`config.mk`:
```
export PLATFORM = sky130hd
export DESIGN_NAME = max_heap_priority_queue_top_flat
export DESIGN_NICKNAME = d
export VERILOG_FILES = /design/src/sv/mhpq_pkg.sv /design/src/sv/mhpq_in_if.sv /design/src/sv/mhpq_out_if.sv /design/src/sv/mhpq_cell.sv /design/src/sv/max_heap_priority_queue_top.sv /design/src/flat_wrapper.sv
export SDC_FILE = /design/constraint.sdc
export NUM_CORES = 2
export LEC_CHECK = 0
export BUFFER_PORTS_ARGS = -buffer_cell sky130_fd_sc_hd__clkbuf_2
export CORE_MARGIN = 4
export CORE_UTILIZATION = 45
export CTS_BUF_LIST = sky130_fd_sc_hd__clkbuf_4
export CTS_CLUSTER_SIZE = 30
export DETAILED_ROUTE_END_ITERATION = 6
export GPL_TIMING_DRIVEN = 1
export HOLD_SLACK_MARGIN = 0.15
export SLEW_MARGIN = 20
export SYNTH_ARGS = -nofsm -noshare
export SYNTH_HDL_FRONTEND = slang
export SYNTH_SLANG_ARGS = --single-unit
```
`constraint.sdc`:
```
create_clock -name clk -period 11.77 [get_ports clk]
set_clock_uncertainty 0.05 [all_clocks]
set_input_delay 1.177 -clock clk [delete_from_list [all_inputs] [get_ports clk]]
set_output_delay 1.177 -clock clk [all_outputs]
set_load 0.005 [all_outputs]
```
`src/sv/mhpq_pkg.sv`:
```
`default_nettype none
package mhpq_pkg;

  localparam int KEY_W    = 32;
  localparam int STATUS_W = 2;
  localparam int COUNT_W  = 5;

  localparam logic OP_INSERT = 1'b0;
  localparam logic OP_DELETE = 1'b1;

  localparam logic [STATUS_W-1:0] ST_DONE  = 2'd0;
  localparam logic [STATUS_W-1:0] ST_FULL  = 2'd1;
  localparam logic [STATUS_W-1:0] ST_EMPTY = 2'd2;

  typedef logic signed [KEY_W-1:0] key_t;

  typedef struct packed {
    logic ins;
    logic del;
    key_t key;
  } cell_cmd_t;

endpackage
`default_nettype wire

```
`src/sv/mhpq_in_if.sv`:
```
`default_nettype none
interface mhpq_in_if import mhpq_pkg::*; ();
  logic valid;
  logic ready;
  logic kind;
  key_t key;

  modport source (output valid, output kind, output key, input ready);
  modport sink (input valid, input kind, input key, output ready);
endinterface
`default_nettype wire

```
`src/sv/mhpq_out_if.sv`:
```
`default_nettype none
interface mhpq_out_if import mhpq_pkg::*; ();
  logic                valid;
  logic                ready;
  logic [STATUS_W-1:0] status;
  key_t                removed_key;
  key_t                top_key;
  logic [COUNT_W-1:0]  count;

  modport source (output valid, output status, output removed_key, output top_key,
                  output count, input ready);
  modport sink (input valid, input status, input removed_key, input top_key,
                input count, output ready);
endinterface
`default_nettype wire

```
`src/sv/mhpq_cell.sv`:
```
`default_nettype none
module mhpq_cell import mhpq_pkg::*; (
  input  wire logic      clk,
  input  wire cell_cmd_t cmd,
  input  wire logic      valid,
  input  wire key_t      left_key,
  input  wire logic      left_ge,
  input  wire key_t      right_key,
  output key_t           key_r,
  output logic           ge
);

  key_t key_nxt;

  assign ge = valid && (key_r >= cmd.key);

  always_comb begin
    key_nxt = key_r;
    if (cmd.ins) begin
      if (ge) begin
        key_nxt = key_r;
      end else if (left_ge) begin
        key_nxt = cmd.key;
      end else begin
        key_nxt = left_key;
      end
    end else if (cmd.del) begin
      key_nxt = right_key;
    end
  end

  always_ff @(posedge clk) begin
    key_r <= key_nxt;
  end

endmodule
`default_nettype wire

```
`src/sv/max_heap_priority_queue_top.sv`:
```
// Max priority queue held as a sorted chain of CAPACITY cells, largest key first.
// The result is registered and appears in the cycle after the input transaction is accepted.
// Throughput: one transaction per cycle while the output is not stalled; every cell shifts or holds in that same cycle.
// Input is taken while the output register is empty or being drained.
// Reset (rst_n low, synchronous) empties the queue and the output register; cell keys
// are not cleared.
`default_nettype none
module max_heap_priority_queue_top import mhpq_pkg::*; #(
  parameter int CAPACITY = 16
) (
  input wire logic    clk,
  input wire logic    rst_n,
  mhpq_in_if.sink     in_ch,
  mhpq_out_if.source  out_ch
);

  localparam int CW = $clog2(CAPACITY + 1);

  key_t            cell_key [CAPACITY];
  logic            cell_ge  [CAPACITY];
  logic [CW-1:0]   count_r, count_nxt;
  cell_cmd_t       cmd;
  logic            in_fire;
  logic            full, empty;

  logic                out_valid_r;
  logic [STATUS_W-1:0] status_nxt, status_r;
  key_t                removed_nxt, removed_r;
  key_t                top_nxt, top_r;

  assign in_ch.ready = !out_valid_r || out_ch.ready;
  assign in_fire     = in_ch.valid && in_ch.ready;
  assign full        = (count_r == CW'(CAPACITY));
  assign empty       = (count_r == '0);

  always_comb begin
    cmd.ins     = in_fire && (in_ch.kind == OP_INSERT) && !full;
    cmd.del     = in_fire && (in_ch.kind == OP_DELETE) && !empty;
    cmd.key     = in_ch.key;
    count_nxt   = count_r;
    status_nxt  = ST_DONE;
    removed_nxt = '0;
    top_nxt     = empty ? key_t'(0) : cell_key[0];
    if (in_ch.kind == OP_INSERT) begin
      if (full) begin
        status_nxt = ST_FULL;
      end else begin
        count_nxt = count_r + CW'(1);
        if (empty || (in_ch.key > cell_key[0])) begin
          top_nxt = in_ch.key;
        end
      end
    end else begin
      if (empty) begin
        status_nxt = ST_EMPTY;
      end else begin
        count_nxt   = count_r - CW'(1);
        removed_nxt = cell_key[0];
        top_nxt     = (count_r > CW'(1)) ? cell_key[1] : key_t'(0);
      end
    end
  end

  genvar i;
  generate
    for (i = 0; i < CAPACITY; i++) begin : g_cell
      key_t lk, rk;
      logic lg;
      if (i == 0) begin : g_first
        assign lk = in_ch.key;
        assign lg = 1'b1;
      end else begin : g_mid
        assign lk = cell_key[i-1];
        assign lg = cell_ge[i-1];
      end
      if (i == CAPACITY - 1) begin : g_last
        assign rk = cell_key[i];
      end else begin : g_inner
        assign rk = cell_key[i+1];
      end
      mhpq_cell u_cell (
        .clk       (clk),
        .cmd       (cmd),
        .valid     (count_r > CW'(i)),
        .left_key  (lk),
        .left_ge   (lg),
        .right_key (rk),
        .key_r     (cell_key[i]),
        .ge        (cell_ge[i])
      );
    end
  endgenerate

  always_ff @(posedge clk) begin
    if (!rst_n) begin
      count_r     <= '0;
      out_valid_r <= 1'b0;
    end else begin
      if (in_fire) begin
        count_r     <= count_nxt;
        out_valid_r <= 1'b1;
      end else if (out_ch.ready) begin
        out_valid_r <= 1'b0;
      end
    end
  end

  always_ff @(posedge clk) begin
    if (in_fire) begin
      status_r  <= status_nxt;
      removed_r <= removed_nxt;
      top_r     <= top_nxt;
    end
  end

  logic [COUNT_W-1:0] count_out_r;

  always_ff @(posedge clk) begin
    if (in_fire) begin
      count_out_r <= COUNT_W'(count_nxt);
    end
  end

  assign out_ch.valid       = out_valid_r;
  assign out_ch.status      = status_r;
  assign out_ch.removed_key = removed_r;
  assign out_ch.top_key     = top_r;
  assign out_ch.count       = count_out_r;

endmodule
`default_nettype wire
```
`src/flat_wrapper.sv`:
```
// flat-port wrapper written by rule: the top's interface ports become plain ports
module max_heap_priority_queue_top_flat import mhpq_pkg::*;
#(
  parameter int CAPACITY = 16
)
  (clk, rst_n, in_ch_valid, in_ch_kind, in_ch_key, in_ch_ready, out_ch_valid, out_ch_status, out_ch_removed_key, out_ch_top_key, out_ch_count, out_ch_ready);
  mhpq_in_if in_ch_i ();
  mhpq_out_if out_ch_i ();
  input wire logic clk;
  input wire logic rst_n;
  input wire logic [$bits(in_ch_i.valid)-1:0] in_ch_valid;
  input wire logic [$bits(in_ch_i.kind)-1:0] in_ch_kind;
  input wire logic [$bits(in_ch_i.key)-1:0] in_ch_key;
  output wire logic [$bits(in_ch_i.ready)-1:0] in_ch_ready;
  output wire logic [$bits(out_ch_i.valid)-1:0] out_ch_valid;
  output wire logic [$bits(out_ch_i.status)-1:0] out_ch_status;
  output wire logic [$bits(out_ch_i.removed_key)-1:0] out_ch_removed_key;
  output wire logic [$bits(out_ch_i.top_key)-1:0] out_ch_top_key;
  output wire logic [$bits(out_ch_i.count)-1:0] out_ch_count;
  input wire logic [$bits(out_ch_i.ready)-1:0] out_ch_ready;
  assign in_ch_i.valid = in_ch_valid;
  assign in_ch_i.kind = in_ch_kind;
  assign in_ch_i.key = in_ch_key;
  assign in_ch_ready = in_ch_i.ready;
  assign out_ch_valid = out_ch_i.valid;
  assign out_ch_status = out_ch_i.status;
  assign out_ch_removed_key = out_ch_i.removed_key;
  assign out_ch_top_key = out_ch_i.top_key;
  assign out_ch_count = out_ch_i.count;
  assign out_ch_i.ready = out_ch_ready;
  max_heap_priority_queue_top #(.CAPACITY(CAPACITY)) u_core (.clk(clk), .rst_n(rst_n), .in_ch(in_ch_i), .out_ch(out_ch_i));
endmodule
```
==> flow_summary.json <==
{
  "p_int_mw": 4.53,
  "crit_slowest_cell": "o41ai_1",
  "yosysTopAreaCell": "edfxtp_1",
  "holdWs_ns": 0.371,
  "die_h_um": 312,
  "holdCritPathClass": "primary input to flip-flop",
  "fin_util_pct": 50.0,
  "area_growth_pct": 10.3,
  "grt_overflow_total": 0,
  "gp_congestion": 0.879,
  "timing.final.crit_period_ns": 5.20,
  "finalHoldViolCount": 0,
  "ys.flop_type": "edfxtp_1",
  "async_reset_ff_share_pct": 0,
  "placed_area_um2": 43600,
  "grt_max_degree": 216,
  "power.share.combinational_pct": 27.8,
  "clkLatencyLatePin_ns": 1.08,
  "arrival_ns": 5.91,
  "worstHoldStart": "in_ch_valid",
  "grt_use_total_pct": 26.4,
  "cts.sinks": 589,
  "synth.cells.most_frequent": "edfxtp_1 (583), nand2_1 (529), ha_1 (517)",
  "cts_tree": "done",
  "core_area_um2": 91700,
  "multi_input_area_um2": 22700,
  "p_seq_share_pct": 42.9,
  "clkSlewWorstSetupHoldPaths_ns": 0.06,
  "worst_pin_slew_ns": 1.21,
  "fill_cells": 8654,
  "critPathLaunchType": "primary input",
  "synthCells": 4195,
  "seq_area_um2": 17600,
  "wirelength_um": 131000,
  "final_area_um2": 45800,
  "max_freq_mhz": 192,
  "ys_warn_count": 0,
  "path_max_fanout": 34,
  "cpPeakStageDelay_ns": 1.09,
  "worstReg2RegStart": "u_core.count_r[0]",
  "ys_types": 70,
  "vdd_ir_drop_max_uv": 104,
  "fp-row-count": 111,
  "p_sw_share_pct": 35.2,
  "post-cts-setup-buffers": 0,
  "synth_edf_count": 583,
  "grt_pass1_wl_um": 204000,
  "htree_levels": 4,
  "drv_slew": 0,
  "status": "finished, final reports clean",
  "max-cap-violations": 0,
  "die_x_um": 312,
  "ys_seq_area_share_pct": 42.4,
  "yosysMostFrequentCell": "edfxtp_1",
  "tns_ns": 0,
  "syn_area_per_cell_um2": 9.90,
  "io_pins": 110,
  "synth_area_leaders": "edfxtp_1 (42%), ha_1 (16%), mux2i_1 (8.5%), o21ai_0 (5.4%), nand2_1 (4.8%)",
  "p_leak_nw": 19.3,
  "yosysTopAreaCellShare_pct": 42.1,
  "layout.nets": 4842,
  "ant_nets": 0,
  "finalNonFillerCells": 5608,
  "layout-drive-gt1-share_pct": 12.3,
  "power_density_nw_per_um2": 152,
  "grt_pass1_vias": 34250,
  "die_area_um2": 97300,
  "p_clk_share_pct": 29.4,
  "p_total_mw": 6.99,
  "finalSetupViolCount": 0,
  "netlist_area_um2": 41600,
  "cts-root-buf": "clkbuf_4",
  "initial_core_util_pct": 45.3,
  "criticalPathCategory": "primary input to flip-flop",
  "dpl.hpwl_um": 92700,
  "drc_errors": 0,
  "syn-num-nets": 4749,
  "cts_buffers": 168,
  "path_cells": "clkbuf_2 > inv_1 > ha_1 > nand4_1 > o41ai_1 > o21a_1 > o22ai_4 > buf_4 > nand2_1 > nand2_1 > buf_4",
  "drt_iter0_drc": 3341,
  "switching_power_mw": 2.46,
  "ys_ff_latch": 589,
  "slew_headroom_pct": 18.3,
  "via_per_inst": 6.20,
  "port_buffers": 109,
  "vias": 34791,
  "post-place-ws_ns": 5.61,
  "cp-end-kind": "flip-flop",
  "antenna_found_initial": 3,
  "finalCritPeriodShare_pct": 44.2,
  "cts_buffer_depth": 3,
  "grt_setup_unrepaired": "false",
  "cts_resized": 0,
  "post_drt_wl_per_cell_um": 23.4,
  "drtPass1Iterations": 7,
  "dp.cells": 5304,
  "cp.required_ns": 12.48,
  "crit_start": "in_ch_key[5]",
  "cts_hold_buf": 0,
  "postLayoutSetupSlackWorst_ns": 6.57
}
==> power groups by stage <==
stage | clock network [mW] | registers (mW) | logic, mW
final | 2.05 | 3.00 | 1.94
after floorplan | 0 | 2.93 | 1.32
after CTS | 2.10 | 2.99 | 1.91
after global routing | 2.21 | 3.02 | 2.16
after detailed placement | 0 | 3.03 | 1.91
after global placement | 0 | 3.03 | 1.85
==> cells in the final DEF (no fill, tap or decap), types with 5 or more instances in the layout <==
master and instances:
diode_2 6, nor4_1 16, o211ai_1 76, ha_1 517, o21ai_1 11, nand2b_1 15
o21a_1 13, clkbuf_2 109, o221ai_1 6, inv_1 100, clkinv_1 29, a31oi_1 7
clkbuf_4 259, mux2i_1 352, o21ai_4 5, a21oi_1 299, buf_4 102, and3_1 35
a211oi_1 50, nor2_1 226, nand3_1 35, a2111oi_0 6, or2_2 5, nand2_1 526
o21ai_0 436, nand4_1 93, nor3_1 116, dfxtp_1 6, nor2b_1 21, or3_1 69
a21o_1 79, a221o_1 34, a221oi_1 39, edfxtp_1 583, o21ai_2 5, and4_1 17
a211o_1 6
==> sequential cells by signal, summed over array words and instances (netlist names) <==
name,count
u_core.out_ch.top_key,32
u_core.count_r,5
u_core.g_cell.u_cell.key_r,512
u_core.out_ch.removed_key,32
u_core.out_ch.status,2
u_core.out_ch.valid,1
u_core.out_ch.count,5
==> per-layer routing <==
| layer | GRT usage (%) | wire length, um |
|---|---|---|
| met3 | 4.40 | 9420 |
| met4 | 6.65 | 2190 |
| met2 | 40.9 | 59200 |
| met5 | 0 | 0 |
| met1 | 38.5 | 60600 |
==> final timing paths <==
path / slack [ns] / depth (start not counted) / to
worst min-delay path: 0.37 / 3 / u_core.out_ch.valid
worst max register to register: 6.71 / 9 / u_core.g_cell[12].u_cell.key_r[4]
worst max-delay path: 6.57 / 11 / u_core.g_cell[12].u_cell.key_r[25]
worst min register to register: 0.50 / 2 / u_core.g_cell[14].u_cell.key_r[23]
==> cell type report <==
cell class | instances | area share [%]
multi-input combinational | 3213 | 49.6
antenna | 6 | 0.0328
tap | 1186 | 3.24
timing repair buffer | 216 | 3.07
inverter | 100 | 0.819
clock inverter | 39 | 0.554
clock buffer | 259 | 4.24
sequential | 589 | 38.5
==> critical path: cells and delay by family <==
kind / cells / cell delay [ns]
buf+inv: 4 / 1.82
compound gates: 3 / 1.42
fa+ha+maj: 1 / 0.50
simple gates: 3 / 0.89
==> logic make-up after synthesis <==
family | share of synthesized area, %
muxes | 8.53
xor gates and xnor gates | 0.0843
AOI/OAI and AO/OA | 16.4
buffers and inverters | 3.66
and+or+nand+nor | 13.4
DFF | 42.4
adders and majority gates | 15.6
No activity file was read; power rests on OpenSTA's default activity.
